## src/rtl/core/sdmbr_pkg.sv

```systemverilog
`timescale 1ns / 1ps
// sdmbr_pkg: shared types, constants and CRC step functions for the
// SD SPI multiple-block reader. No dependencies.
package sdmbr_pkg;

	localparam int BLOCK_BYTES = 512;
	localparam int BC_W        = 10;   // byte counter width, counts 0 to 1023
	localparam int PADDR_W     = 4;

	// register index (paddr[3:2])
	localparam logic [1:0] REG_DATA_TOKEN  = 2'd0;
	localparam logic [1:0] REG_POLL_LIMIT  = 2'd1;
	localparam logic [1:0] REG_FLUSH_COUNT = 2'd2;

	localparam logic [7:0] DATA_TOKEN_RST  = 8'hFE;
	localparam logic [7:0] POLL_LIMIT_RST  = 8'd100;
	localparam logic [3:0] FLUSH_COUNT_RST = 4'd8;

	// status codes
	localparam logic [1:0] ST_OK     = 2'd0;
	localparam logic [1:0] ST_REJECT = 2'd1;
	localparam logic [1:0] ST_CRC    = 2'd2;

	// request types
	localparam logic REQ_START = 1'b0;
	localparam logic REQ_RX    = 1'b1;

	// frame bytes
	localparam logic [7:0] BYTE_IDLE   = 8'hFF;
	localparam logic [7:0] CMD18_BYTE  = 8'h52;
	localparam logic [7:0] CMD12_BYTE  = 8'h4C;
	localparam logic [7:0] CMD12_CRC   = 8'h01;

	typedef struct packed {
		logic [7:0] data_token;
		logic [7:0] poll_limit;
		logic [3:0] flush_count;
	} cfg_t;

	typedef struct packed {
		logic       tx_valid;
		logic [7:0] tx_byte;
		logic       data_valid;
		logic [7:0] data_byte;
		logic       done_res;
		logic [1:0] status;
	} res_t;

	// CRC7, poly x^7+x^3+1, MSB first, one byte
	function automatic logic [6:0] crc7_byte(input logic [6:0] crc_in, input logic [7:0] b);
		logic [6:0] crc;
		logic [7:0] bb;
		logic       fb;
		crc = crc_in;
		bb  = b;
		for (int i = 0; i < 8; i++) begin
			fb  = crc[6] ^ bb[7];
			crc = {crc[5:0], 1'b0};
			if (fb) begin
				crc = crc ^ 7'h09;
			end
			bb  = {bb[6:0], 1'b0};
		end
		return crc;
	endfunction

	// CRC-16/XMODEM, poly 0x1021, one byte
	function automatic logic [15:0] crc16_byte(input logic [15:0] crc_in, input logic [7:0] b);
		logic [15:0] crc;
		crc = crc_in ^ {b, 8'h00};
		for (int i = 0; i < 8; i++) begin
			if (crc[15]) begin
				crc = {crc[14:0], 1'b0} ^ 16'h1021;
			end else begin
				crc = {crc[14:0], 1'b0};
			end
		end
		return crc;
	endfunction

endpackage

```

## src/rtl/core/sd_spi_multiblock_reader_top.sv

```systemverilog
`timescale 1ns / 1ps
// sd_spi_multiblock_reader_top: top level of the SD SPI multiple-block reader.
// Depends on sdmbr_pkg, sdmbr_regs, sdmbr_engine, sdmbr_outbuf.

// Host-side SD SPI read engine. A start beat (req_type 0) latches the LBA and
// block count and answers with an idle 0xFF byte ahead of the READ_MULTIPLE_BLOCK frame;
// every later beat (req_type 1) carries the byte clocked in for the previously
// transmitted byte and returns exactly one result beat: the next byte to send,
// an optional payload byte, and done/status at the end of the operation. A
// start while busy abandons the running read. Throughput is one beat per clock
// in both directions while no stall holds it; a result appears in the cycle after
// its request is accepted, held in a single result register. The request side
// stalls only while that register is full and the consumer stalls it. The per-byte
// CRC7/CRC16 and sequencing update is the only logic in the path, so nothing else
// limits rate. There is no clearing pass after reset. Registers (APB, byte addresses):
// 0x0 data token (reset 0xFE), 0x4 poll limit (reset 100), 0x8 flush count
// (reset 8). Write them only while no read is in flight.
module sd_spi_multiblock_reader_top
	import sdmbr_pkg::*;
(
	input  logic               clk,
	input  logic               arst_n,
	// request channel
	input  logic               req_valid,
	output logic               req_stall,
	input  logic               req_type,
	input  logic [31:0]        start_lba,
	input  logic [31:0]        block_count,
	input  logic [7:0]         rx_byte,
	// result channel
	output logic               res_valid,
	input  logic               res_stall,
	output logic               tx_valid,
	output logic [7:0]         tx_byte,
	output logic               data_valid,
	output logic [7:0]         data_byte,
	output logic               done_res,
	output logic [1:0]         status,
	// configuration
	input  logic               psel,
	input  logic               penable,
	input  logic               pwrite,
	input  logic [PADDR_W-1:0] paddr,
	input  logic [31:0]        pwdata,
	output logic [31:0]        prdata,
	output logic               pready
);

	cfg_t cfg;
	res_t res_next;
	res_t res_out;
	logic buf_full;
	logic accept;

	// result register either empty or draining this cycle frees the slot
	assign req_stall = buf_full & res_stall;
	assign accept    = req_valid & ~req_stall;

	sdmbr_regs u_regs (
		.clk     (clk),
		.arst_n  (arst_n),
		.psel    (psel),
		.penable (penable),
		.pwrite  (pwrite),
		.paddr   (paddr),
		.pwdata  (pwdata),
		.prdata  (prdata),
		.pready  (pready),
		.cfg     (cfg)
	);

	sdmbr_engine u_engine (
		.clk         (clk),
		.arst_n      (arst_n),
		.accept      (accept),
		.req_type    (req_type),
		.start_lba   (start_lba),
		.block_count (block_count),
		.rx_byte     (rx_byte),
		.cfg         (cfg),
		.res         (res_next)
	);

	sdmbr_outbuf u_outbuf (
		.clk       (clk),
		.arst_n    (arst_n),
		.load      (accept),
		.res_in    (res_next),
		.full      (buf_full),
		.res_stall (res_stall),
		.res_valid (res_valid),
		.res_out   (res_out)
	);

	assign tx_valid   = res_out.tx_valid;
	assign tx_byte    = res_out.tx_byte;
	assign data_valid = res_out.data_valid;
	assign data_byte  = res_out.data_byte;
	assign done_res   = res_out.done_res;
	assign status     = res_out.status;

endmodule

```

## src/rtl/core/sdmbr_regs.sv

```systemverilog
`timescale 1ns / 1ps
// sdmbr_regs: APB configuration registers (data token, poll limit, flush count).
// Depends on sdmbr_pkg.
module sdmbr_regs
	import sdmbr_pkg::*;
(
	input  logic               clk,
	input  logic               arst_n,
	input  logic               psel,
	input  logic               penable,
	input  logic               pwrite,
	input  logic [PADDR_W-1:0] paddr,
	input  logic [31:0]        pwdata,
	output logic [31:0]        prdata,
	output logic               pready,
	output cfg_t               cfg
);

	cfg_t       cfg_q;
	logic       wr_en;
	logic [1:0] reg_idx;

	assign pready  = 1'b1;
	assign wr_en   = psel & penable & pwrite;
	assign reg_idx = paddr[3:2];
	assign cfg     = cfg_q;

	always_ff @(posedge clk or negedge arst_n) begin
		if (!arst_n) begin
			cfg_q.data_token  <= DATA_TOKEN_RST;
			cfg_q.poll_limit  <= POLL_LIMIT_RST;
			cfg_q.flush_count <= FLUSH_COUNT_RST;
		end else if (wr_en) begin
			case (reg_idx)
				REG_DATA_TOKEN:  cfg_q.data_token  <= pwdata[7:0];
				REG_POLL_LIMIT:  cfg_q.poll_limit  <= pwdata[7:0];
				REG_FLUSH_COUNT: cfg_q.flush_count <= pwdata[3:0];
				default: ;
			endcase
		end
	end

	always_comb begin
		case (reg_idx)
			REG_DATA_TOKEN:  prdata = {24'h0, cfg_q.data_token};
			REG_POLL_LIMIT:  prdata = {24'h0, cfg_q.poll_limit};
			REG_FLUSH_COUNT: prdata = {28'h0, cfg_q.flush_count};
			default:         prdata = 32'h0;
		endcase
	end

endmodule

```

## src/rtl/core/sdmbr_engine.sv

```systemverilog
`timescale 1ns / 1ps
// sdmbr_engine: read sequencer state and the per-beat next-state / result logic.
// Depends on sdmbr_pkg.
module sdmbr_engine
	import sdmbr_pkg::*;
(
	input  logic        clk,
	input  logic        arst_n,
	input  logic        accept,
	input  logic        req_type,
	input  logic [31:0] start_lba,
	input  logic [31:0] block_count,
	input  logic [7:0]  rx_byte,
	input  cfg_t        cfg,
	output res_t        res
);

	typedef enum logic [3:0] {
		PH_IDLE, PH_RCMD, PH_RPOLL, PH_FLUSH, PH_HUNT, PH_DATA,
		PH_CRCHI, PH_CRCLO, PH_SCMD, PH_SPOLL, PH_SDUMMY
	} phase_t;

	phase_t          phase_q, phase_n;
	logic [BC_W-1:0] bcnt_q, bcnt_n, bcnt_inc;
	logic [7:0]      poll_q, poll_n, poll_inc;
	logic [15:0]     crc16_q, crc16_n;
	logic [7:0]      crc_hi_q, crc_hi_n;
	logic [6:0]      crc7_q, crc7_n;
	logic [31:0]     addr_q, addr_n;
	logic [31:0]     left_q, left_n, left_dec;
	logic [1:0]      rcode_q, rcode_n;
	logic            poll_done;
	logic [7:0]      frame_b;
	logic            is_stop;

	assign bcnt_inc = bcnt_q + BC_W'(1);
	assign poll_inc = poll_q + 8'd1;
	assign left_dec = left_q - 32'd1;
	assign is_stop  = (phase_q == PH_SCMD);

	// response poll ends on bit 7 clear or when the limit is hit
	assign poll_done = ~rx_byte[7] | (poll_inc >= cfg.poll_limit) | (poll_inc == 8'd0);

	// next command frame byte, indexed by bcnt_inc
	always_comb begin
		case (bcnt_inc)
			BC_W'(1): frame_b = is_stop ? CMD12_BYTE : CMD18_BYTE;
			BC_W'(2): frame_b = is_stop ? 8'h00 : addr_q[31:24];
			BC_W'(3): frame_b = is_stop ? 8'h00 : addr_q[23:16];
			BC_W'(4): frame_b = is_stop ? 8'h00 : addr_q[15:8];
			BC_W'(5): frame_b = is_stop ? 8'h00 : addr_q[7:0];
			default:  frame_b = is_stop ? CMD12_CRC : {crc7_q, 1'b1};
		endcase
	end

	always_comb begin
		phase_n  = phase_q;
		bcnt_n   = bcnt_q;
		poll_n   = poll_q;
		crc16_n  = crc16_q;
		crc_hi_n = crc_hi_q;
		crc7_n   = crc7_q;
		addr_n   = addr_q;
		left_n   = left_q;
		rcode_n  = rcode_q;
		res      = '0;

		if (req_type == REQ_START) begin
			addr_n   = start_lba;
			left_n   = (block_count == 32'd0) ? 32'd1 : block_count;
			crc7_n   = 7'd0;
			rcode_n  = ST_OK;
			crc16_n  = 16'd0;
			crc_hi_n = 8'd0;
			poll_n   = 8'd0;
			bcnt_n   = '0;
			phase_n  = PH_RCMD;
			res.tx_valid = 1'b1;
			res.tx_byte  = BYTE_IDLE;
		end else begin
			case (phase_q)
				PH_RCMD, PH_SCMD: begin
					res.tx_valid = 1'b1;
					if (bcnt_q >= BC_W'(6)) begin
						poll_n      = 8'd0;
						phase_n     = is_stop ? PH_SPOLL : PH_RPOLL;
						res.tx_byte = BYTE_IDLE;
					end else begin
						bcnt_n      = bcnt_inc;
						res.tx_byte = frame_b;
						// fold command and address bytes into CRC7 as they go out
						if (!is_stop && bcnt_inc <= BC_W'(5)) begin
							crc7_n = crc7_byte(crc7_q, frame_b);
						end
					end
				end
				PH_RPOLL: begin
					if (!poll_done) begin
						poll_n       = poll_inc;
						res.tx_valid = 1'b1;
						res.tx_byte  = BYTE_IDLE;
					end else if (rx_byte == 8'h00) begin
						phase_n      = PH_HUNT;
						res.tx_valid = 1'b1;
						res.tx_byte  = BYTE_IDLE;
					end else begin
						rcode_n = ST_REJECT;
						bcnt_n  = '0;
						if (cfg.flush_count == 4'd0) begin
							phase_n      = PH_IDLE;
							res.done_res = 1'b1;
							res.status   = ST_REJECT;
						end else begin
							phase_n      = PH_FLUSH;
							res.tx_valid = 1'b1;
							res.tx_byte  = BYTE_IDLE;
						end
					end
				end
				PH_FLUSH: begin
					bcnt_n = bcnt_inc;
					if (bcnt_inc >= BC_W'(cfg.flush_count)) begin
						phase_n      = PH_IDLE;
						res.done_res = 1'b1;
						res.status   = rcode_q;
					end else begin
						res.tx_valid = 1'b1;
						res.tx_byte  = BYTE_IDLE;
					end
				end
				PH_HUNT: begin
					if (rx_byte == cfg.data_token) begin
						phase_n = PH_DATA;
						bcnt_n  = '0;
						crc16_n = 16'd0;
					end
					res.tx_valid = 1'b1;
					res.tx_byte  = BYTE_IDLE;
				end
				PH_DATA: begin
					crc16_n = crc16_byte(crc16_q, rx_byte);
					if (bcnt_q >= BC_W'(BLOCK_BYTES - 1)) begin
						phase_n = PH_CRCHI;
						bcnt_n  = '0;
					end else begin
						bcnt_n = bcnt_inc;
					end
					res.tx_valid   = 1'b1;
					res.tx_byte    = BYTE_IDLE;
					res.data_valid = 1'b1;
					res.data_byte  = rx_byte;
				end
				PH_CRCHI: begin
					crc_hi_n     = rx_byte;
					phase_n      = PH_CRCLO;
					res.tx_valid = 1'b1;
					res.tx_byte  = BYTE_IDLE;
				end
				PH_CRCLO: begin
					left_n = left_dec;
					if ({crc_hi_q, rx_byte} != crc16_q) begin
						rcode_n = ST_CRC;
						bcnt_n  = '0;
						phase_n = PH_SCMD;
					end else if (left_dec != 32'd0) begin
						phase_n = PH_HUNT;
					end else begin
						bcnt_n  = '0;
						phase_n = PH_SCMD;
					end
					res.tx_valid = 1'b1;
					res.tx_byte  = BYTE_IDLE;
				end
				PH_SPOLL: begin
					if (poll_done) begin
						phase_n = PH_SDUMMY;
					end else begin
						poll_n = poll_inc;
					end
					res.tx_valid = 1'b1;
					res.tx_byte  = BYTE_IDLE;
				end
				PH_SDUMMY: begin
					phase_n      = PH_IDLE;
					res.done_res = 1'b1;
					res.status   = rcode_q;
				end
				default: begin
					phase_n = PH_IDLE;
				end
			endcase
		end
	end

	always_ff @(posedge clk or negedge arst_n) begin
		if (!arst_n) begin
			phase_q  <= PH_IDLE;
			bcnt_q   <= '0;
			poll_q   <= 8'd0;
			crc16_q  <= 16'd0;
			crc_hi_q <= 8'd0;
			crc7_q   <= 7'd0;
			addr_q   <= 32'd0;
			left_q   <= 32'd0;
			rcode_q  <= ST_OK;
		end else if (accept) begin
			phase_q  <= phase_n;
			bcnt_q   <= bcnt_n;
			poll_q   <= poll_n;
			crc16_q  <= crc16_n;
			crc_hi_q <= crc_hi_n;
			crc7_q   <= crc7_n;
			addr_q   <= addr_n;
			left_q   <= left_n;
			rcode_q  <= rcode_n;
		end
	end

endmodule

```

## src/rtl/core/sdmbr_outbuf.sv

```systemverilog
`timescale 1ns / 1ps
// sdmbr_outbuf: result register with valid/stall handshake toward the consumer.
// Depends on sdmbr_pkg.
module sdmbr_outbuf
	import sdmbr_pkg::*;
(
	input  logic clk,
	input  logic arst_n,
	input  logic load,
	input  res_t res_in,
	output logic full,
	input  logic res_stall,
	output logic res_valid,
	output res_t res_out
);

	logic valid_q;
	res_t res_q;

	assign full      = valid_q;
	assign res_valid = valid_q;
	assign res_out   = res_q;

	always_ff @(posedge clk or negedge arst_n) begin
		if (!arst_n) begin
			valid_q <= 1'b0;
		end else if (load) begin
			valid_q <= 1'b1;
		end else if (!res_stall) begin
			valid_q <= 1'b0;
		end
	end

	always_ff @(posedge clk) begin
		if (load) begin
			res_q <= res_in;
		end
	end

endmodule

```

## config.mk

```make
export PLATFORM = sky130hd
export DESIGN_NAME = sd_spi_multiblock_reader_top
export DESIGN_NICKNAME = d
export VERILOG_FILES = /design/src/rtl/core/sdmbr_pkg.sv /design/src/rtl/core/sd_spi_multiblock_reader_top.sv /design/src/rtl/core/sdmbr_regs.sv /design/src/rtl/core/sdmbr_engine.sv /design/src/rtl/core/sdmbr_outbuf.sv
export SDC_FILE = /design/constraint.sdc
export NUM_CORES = 1
export LEC_CHECK = 0
export BUFFER_PORTS_ARGS = -buffer_cell sky130_fd_sc_hd__buf_4
export CAP_MARGIN = 20
export CORE_UTILIZATION = 62
export CTS_CLUSTER_DIAMETER = 120
export DETAILED_ROUTE_END_ITERATION = 7
export GPL_TIMING_DRIVEN = 0
export PLACE_DENSITY = 0.87
export REMOVE_ABC_BUFFERS = 1
export SLEW_MARGIN = 5
export SYNTH_ARGS = -nofsm -noshare
export SYNTH_HDL_FRONTEND = slang
export SYNTH_HIERARCHICAL = 1
export SYNTH_SLANG_ARGS = --single-unit
```

## constraint.sdc

```tcl
create_clock -name clk -period 8.75 [get_ports clk]
set_input_delay 1.3125 -clock clk [delete_from_list [all_inputs] [get_ports clk]]
set_output_delay 1.3125 -clock clk [all_outputs]
set_load 0.02 [all_outputs]
```

==> out/summary.txt, run 1 <==
==================================================================================================
Result of the run                                                                        completed
H-tree depth reported by CTS                                                                     4
Most used cells in the layout excluding fill and tap cells                            nand2_1, dfrtp_1, buf_4, nor2_1, a21oi_1
Ranking of synthesized cells by area                                                  dfrtp_1, nand2_1, edfxtp_1
Slew at the pin closest to its max-slew limit                                              1100 ps
Post-Syn Area                                                                            10200 µm²
Global-route wire length before repair                                                    40800 µm
Share of synthesized area occupied by flip-flops and latches                                 40.8%
Site row count                                                                                  46
Asr flop ratio synth                                                                         87.0%
Pin count of the biggest net entering global routing                                            77
Buffers inserted by post-CTS timing repair                                                       0
Library cell with the largest summed area after synthesis                                  dfrtp_1
Worst slew margin                                                                            26.9%
Clock tree from TritonCTS                                                                     done
Delay of the slowest cell on the worst path                                                 940 ps
Number of port buffers                                                                         120
Min-Delay Path Class                                                                  flop to flop
Syn avg cell area                                                                         8.88 µm²
Clock tree root driver cell                                                              clkbuf_16
Length of the first detailed-routing pass in iterations                                          5
Post-CTS Hold Buffers                                                                            0
Antenna Cells                                                                                    0
Tcrit/Tclk final                                                                             43.0%
WS Path Type                                                                          input port to flop
Placeable Area                                                                           15900 µm²
Setup repair after global routing missed its margin                                          false
Die span in x                                                                               130 µm
Startpoint class of the critical path                                                   input port
Cts bufs inserted                                                                               17
# DRC                                                                                            0
Latest clock arrival within the worst-skew pair                                             430 ps
Number of setup violations in the final report                                                   0
Vias post-DR                                                                                  8974
Power per cell area                                                                     234 nW/µm²
Clock transition time at the flip-flop clock pins of the worst setup and hold paths          60 ps
Chip Height                                                                                 130 µm
Clock Skew                                                                                 10.9 ps
Highest Clock Rate                                                                         266 MHz
Highest net fanout along the worst path                                                         60
Post-route minimum period                                                                  3770 ps
Average via count per standard cell                                                           6.22
Number of filler instances in the final layout                                                1172
Residual antenna-violating net count after detailed routing                                      0
Count of warnings emitted by yosys                                                               6
Final Wtd Congestion                                                                         0.917
Data arrival at the endpoint of the critical path                                          4020 ps
Critical path launch point                                                                req_type
Max-cap violation count                                                                          0
Top_reg_cell synth                                                                         dfrtp_1
Via count of the first global-routing pass                                                    8049
Critical Path End Type                                                                        flop
Initial antenna violation count                                                                  0
Hold Fails Final Rpt                                                                             0
Placed wire-length estimate                                                               17400 µm
Worst vdd rail ir drop                                                                    0.158 mV
Area share of the leading cell type in the synthesized netlist                               31.8%
Ratio of cells with drive above 1 in the final layout                                        17.5%
Initial drt markers                                                                            970
Number of buffers between clock root and the deepest sink                                        2
Number of gates resized after cts                                                                0
Starting density of the core                                                                 63.7%
Post-route setup TNS                                                                          0 ps
P_leak                                                                                     5.04 nW
Detailed-route wire length per cell                                                        17.5 µm
Total routing resource utilization after global routing                                      30.8%
Count of unique library cells instantiated by Yosys                                             89
Total of flip-flops plus latches after synthesis                                               161
Layout net count                                                                              1351
Number of standard cells after synthesis                                                      1144
Bufs and invs on worst path                                                                      1
Cells along the critical path                                                         buf_4, nand2_1, o41ai_1, nand2b_1, o21ai_0
Slowest cell on the critical path                                                         nand2b_1
Post-synthesis to final-layout area growth                                                   14.9%
Data required time at the worst endpoint                                                   9010 ps
Routed wire length                                                                        25200 µm
Startpoint of the lowest-slack hold path                                              u_engine/addr_q[18]$_DFFE_PN0P_
Overall die area                                                                         16900 µm²
Number of ports placed on the die boundary                                                     172
Commonest non-fill, non-tap cell in the layout                                             nand2_1
Count of flip-flops with a built-in enable after synthesis                                      21
Final slew viol count                                                                            0
Congestion Overflow GR                                                                           0
Crit path max-delay family                                                            compound AO/OA/AOI/OAI gates
Final standard cell utilization of the core                                                  73.2%
Beginning of the worst register-to-register path                                      u_engine/bcnt_q[0]$_DFFE_PN0P_
Clock sinks                                                                                    161
==================================================================================================
==> synthesized netlist by cell type (all sizes together), types with 7 or more instances <==
cell type / number
a22o: 10
nand3: 37
o21ai: 65
nand2: 191
xnor2: 54
buf: 40
o22ai: 30
mux2: 20
nor3: 27
clkbuf: 59
mux2i: 21
and3: 7
o21a: 10
edfxtp: 21
dfrtp: 129
or4: 9
nor2b: 8
and2: 11
nand4: 16
o31ai: 32
a21oi: 57
xor2: 14
a22oi: 11
a221oi: 9
nor2: 58
inv: 29
dfstp: 11
ha: 21
nor4: 24
or3: 11
nand2b: 11
==> final timing paths <==
check | to | slack (ps) | cells past startpoint
max | u_engine/crc16_q[4]$_DFFE_PN0P_ | 4980 | 5
min | u_engine/addr_q[18]$_DFFE_PN0P_ | 480 | 2
max reg2reg | u_engine/phase_q[2]$_DFFE_PN0P_ | 5080 | 9
min reg2reg | u_engine/addr_q[18]$_DFFE_PN0P_ | 480 | 2
max in group asynchronous | u_engine/addr_q[23]$_DFFE_PN0P_ | 7070 | 2
min in group asynchronous | u_engine/crc16_q[10]$_DFFE_PN0P_ | 880 | 1
==> worst register-to-register path, delay by kind of cell, from the launching register on <==
family,cells,cell delay (ps)
simple gates,2,1060
xor+xnor,1,770
fa+ha+maj,2,700
flops,1,500
compound gates,3,340
buf+inv,1,210
==> metal layers <==
metal / track usage, % / up-vias / wire, µm
li1: - / 4216 / -
met1: 42.0 / 4340 / 10900
met2: 50.6 / 388 / 12300
met3: 5.78 / 30 / 1620
met4: 8.34 / 0 / 367
met5: 0 / - / 0
==> stage by stage <==
| stage | power [W] | instance area (µm²) | hold WS (ps) | std cells | setup slack [ps] |
|---|---|---|---|---|---|
| 2_1_floorplan | 0.00168 | 9740 | 446 | 1068 | 1530 |
| 3_3_place_gp | 0.00192 | 10900 | 460 | 1404 | -1490 |
| 3_5_place_dp | 0.00197 | 11100 | 463 | 1411 | 4630 |
| 4_1_cts | 0.00273 | 11700 | 480 | 1442 | 5110 |
| 5_1_grt | 0.00288 | 11700 | 496 | 1442 | 4780 |
| 6_report | 0.00274 | 11700 | 480 | 1442 | 4980 |
==> layout make-up <==
cell class / count / area (µm²) / area share, %
multi-input combinational: 876 / 5500 / 47.1
sequential: 161 / 4150 / 35.5
timing repair buffer: 127 / 1040 / 8.92
clock buffer: 22 / 507 / 4.34
tap: 216 / 270 / 2.31
inverter: 31 / 116 / 0.997
clock inverter: 9 / 93.8 / 0.804
==> state kept, by name, indices dropped and copies added, names as in the netlist <==
name,count
u_engine/crc7_q,7
u_engine/crc_hi_q,8
u_regs/cfg,20
u_outbuf/full,1
u_engine/bcnt_q,10
u_engine/crc16_q,16
u_engine/phase_q,4
u_engine/rcode_q,2
u_outbuf/res_out,21
u_engine/poll_q,8
u_engine/left_q,32
u_engine/addr_q,32
==> logic make-up after synthesis <==
| logic type | synth area share [%] |
|---|---|
| AOI/OAI and AO/OA | 18.7 |
| and+or+nand+nor | 21.2 |
| DFF | 40.8 |
| buffers and inverters | 6.11 |
| other | 0.0739 |
| xor gates and xnor gates | 5.94 |
| adders and majority gates | 2.59 |
| muxes | 4.58 |
==> power breakdown <==
part           total [W]  switching [W]  internal, W
registers        0.00102       0.000133     0.000889
clock network   0.000750       0.000308     0.000442
logic           0.000964       0.000552     0.000413
total            0.00274       0.000992      0.00174
Power figures use the tool's default switching activity.
==> run 2, diff against run 1 <==
CORE_UTILIZATION = 57   (was 62)
PLACE_DENSITY = 0.81   (was 0.87)
clock period = 3.7 ns   (was 8.75 ns; I/O delays follow)
==> out/summary.txt, run 2 (same netlist as run 1, synthesis figures left out) <==
==================================================================================================
Vias post-DR                                                                                  8886   -0.98%
Hold Fails Final Rpt                                                                             0   unchanged
Post-route minimum period                                                                  3410 ps
GRT met1 Usage                                                                               38.4%   -3.6 points
Worst vdd rail ir drop                                                                    0.420 mV   +170%
Path depth of the worst reg2reg path                                                             9   unchanged
Data required time at the worst endpoint                                                   4050 ps   -4960 ps
Slew at the pin closest to its max-slew limit                                               934 ps   -162 ps
H-tree depth reported by CTS                                                                     4   unchanged
Final Instance Area                                                                      11700 µm²   +0.47%
Storage element area                                                                      4150 µm²   unchanged
Clock Skew                                                                                 9.11 ps   -1.79 ps
Most used cells in the layout excluding fill and tap cells                            nand2_1, dfrtp_1, buf_4, nor2_1, a21oi_1
Startpoint class of the critical path                                                         flop
Final slew viol count                                                                            0   unchanged
Number of buffers between clock root and the deepest sink                                        2   unchanged
Placed wire-length estimate                                                               17300 µm   -0.65%
Switching power total                                                                    0.00236 W   +140%
Starting density of the core                                                                 58.5%   -5.2 points
Final setup margin                                                                          286 ps   -4700 ps
Reg-to-reg endpoint                                                                   u_engine/phase_q[2]$_DFFE_PN0P_
Ratio of cells with drive above 1 in the final layout                                        18.0%   +0.53 points
Clock tree from TritonCTS                                                                     done
Highest net fanout along the worst path                                                         19   -68%
Result of the run                                                                        completed
Max-cap violation count                                                                          0   unchanged
Most used routing layer in global routing                                                     met2
Final standard cell utilization of the core                                                  67.6%   -5.6 points
Commonest non-fill, non-tap cell in the layout                                             nand2_1
Cell internal power dissipation                                                          0.00406 W   +130%
Pin count of the biggest net entering global routing                                            72   -6.5%
Tcrit/Tclk final                                                                             92.3%
Overall die area                                                                         18400 µm²   +8.6%
Buffers inserted by post-CTS timing repair                                                       0   unchanged
Clock tree root driver cell                                                              clkbuf_16
Power per cell area                                                                     547 nW/µm²   +130%
Global-route wire length before repair                                                    40500 µm   -0.76%
Worst slack at placement                                                                   81.9 ps   -4550 ps
WS Path Type                                                                          flop to flop
Total routing resource utilization after global routing                                      28.0%   -2.8 points
Area of combinational cells with multiple inputs                                          5520 µm²   +0.36%
Clock sinks                                                                                    161   unchanged
Clock transition time at the flip-flop clock pins of the worst setup and hold paths          70 ps   about the same
Beginning of the worst register-to-register path                                      u_engine/bcnt_q[0]$_DFFE_PN0P_
Via count of the first global-routing pass                                                    8126   +0.96%
GRT met3 Usage                                                                               4.71%   -1.1 points
Data arrival at the endpoint of the critical path                                          3760 ps   -260 ps
Post-CTS Hold Buffers                                                                            0   unchanged
Length of the first detailed-routing pass in iterations                                          7   +2
Highest Clock Rate                                                                         293 MHz
Switching share of power                                                                     36.8%   +0.48 points
Chip Height                                                                                 136 µm   +4.2%
Die span in x                                                                               136 µm   +4.2%
Number of gates resized after cts                                                                0   unchanged
Part of the power in combinational logic                                                     35.5%   +0.3 points
Average via count per standard cell                                                           6.11   -1.8%
Proportion of power drawn by the clock network                                               27.0%   -0.4 points
Placeable Area                                                                           17400 µm²   +8.9%
Residual antenna-violating net count after detailed routing                                      0   unchanged
Latest clock arrival within the worst-skew pair                                             440 ps   about the same
Cts bufs inserted                                                                               17   unchanged
Setup repair after global routing missed its margin                                          false
Met2 demand-to-capacity share in global routing                                              44.4%   -6.2 points
Number of port buffers                                                                         120   unchanged
Site row count                                                                                  48   +4.3%
P_leak                                                                                     5.06 nW   +0.39%
Power share of the sequential group                                                          37.5%   +0.2 points
Antenna Cells                                                                                    0   unchanged
Min-Delay Path Class                                                                  input port to async pin
Critical Path End Type                                                                        flop
Worst slew margin                                                                            37.5%   +11 points
Number of filler instances in the final layout                                                1411   +20%
Initial antenna violation count                                                                  0   unchanged
Flop-to-flop setup slack                                                                    290 ps   -4790 ps
Post-synthesis to final-layout area growth                                                   15.5%
Detailed-route wire length per cell                                                        17.1 µm   -2.0%
Routed wire length                                                                        24900 µm   -1.2%
Final Wtd Congestion                                                                         0.894   -2.6%
# DRC                                                                                            0   unchanged
Number of ports placed on the die boundary                                                     172   unchanged
Count of placed standard cells including taps                                                 1421   +0.71%
Post-Layout Cell Count                                                                        1454   +0.83%
Layout net count                                                                              1353   +0.15%
Number of setup violations in the final report                                                   0   unchanged
Area after detailed placement                                                            11100 µm²   +0.38%
Initial drt markers                                                                            818   -16%
Congestion Overflow GR                                                                           0   unchanged
==================================================================================================
[run 2: how the worst max path moves through the flow]
stage,from,endpoint,depth (start not counted)
floorplan,req_valid,u_engine/left_q[20]$_DFFE_PN0P_,4
global placement,req_valid,u_engine/left_q[30]$_DFFE_PN0P_,5
detailed placement,u_engine/bcnt_q[0]$_DFFE_PN0P_,u_engine/phase_q[2]$_DFFE_PN0P_,9
CTS,u_engine/bcnt_q[0]$_DFFE_PN0P_,u_engine/phase_q[2]$_DFFE_PN0P_,9
global route,u_engine/poll_q[0]$_DFFE_PN0P_,u_engine/bcnt_q[4]$_DFFE_PN0P_,13
finish,u_engine/bcnt_q[0]$_DFFE_PN0P_,u_engine/phase_q[2]$_DFFE_PN0P_,9
[run 2: area by class of cell]
class                   instances  area share, %
repair buffers                129           9.27
inverters                      31          0.992
multi-input cells             876           47.1
well taps                     225           2.40
flip-flops and latches        161           35.4
clock inverters                14           1.09
clock buffers                  18           3.84
[run 2: per-layer routing]
metal | wire, µm | vias up
li1 | - | 4229
met4 | 531 | 0
met1 | 11200 | 4248
met5 | 0 | -
met2 | 11700 | 361
met3 | 1540 | 48
[run 2: power groups by stage]
stage	logic [W]	registers, W	clock network [W]
6_report	0.00228	0.00241	0.00173
5_1_grt	0.00249	0.00245	0.00183
4_1_cts	0.00224	0.00240	0.00175
3_5_place_dp	0.00222	0.00243	0
3_3_place_gp	0.00215	0.00242	0
2_1_floorplan	0.00157	0.00240	0
[run 2: worst max-delay path: stages (launching register included)]
cell and delay, ps:
dfrtp_1 500, ha_1 380, xnor2_4 510, inv_1 170, ha_1 310, a21o_1 130
a211oi_1 100, nor4_1 700, or4bb_1 440, o211ai_1 90
[run 2: per-stage QoR]
stage	hold WS, ps	total power [W]	TNS [ps]
6_report	120	0.00642	0
3_3_place_gp	457	0.00457	-615110
4_1_cts	154	0.00639	0
3_5_place_dp	464	0.00465	0
5_1_grt	175	0.00677	0
2_1_floorplan	259	0.00397	-270830
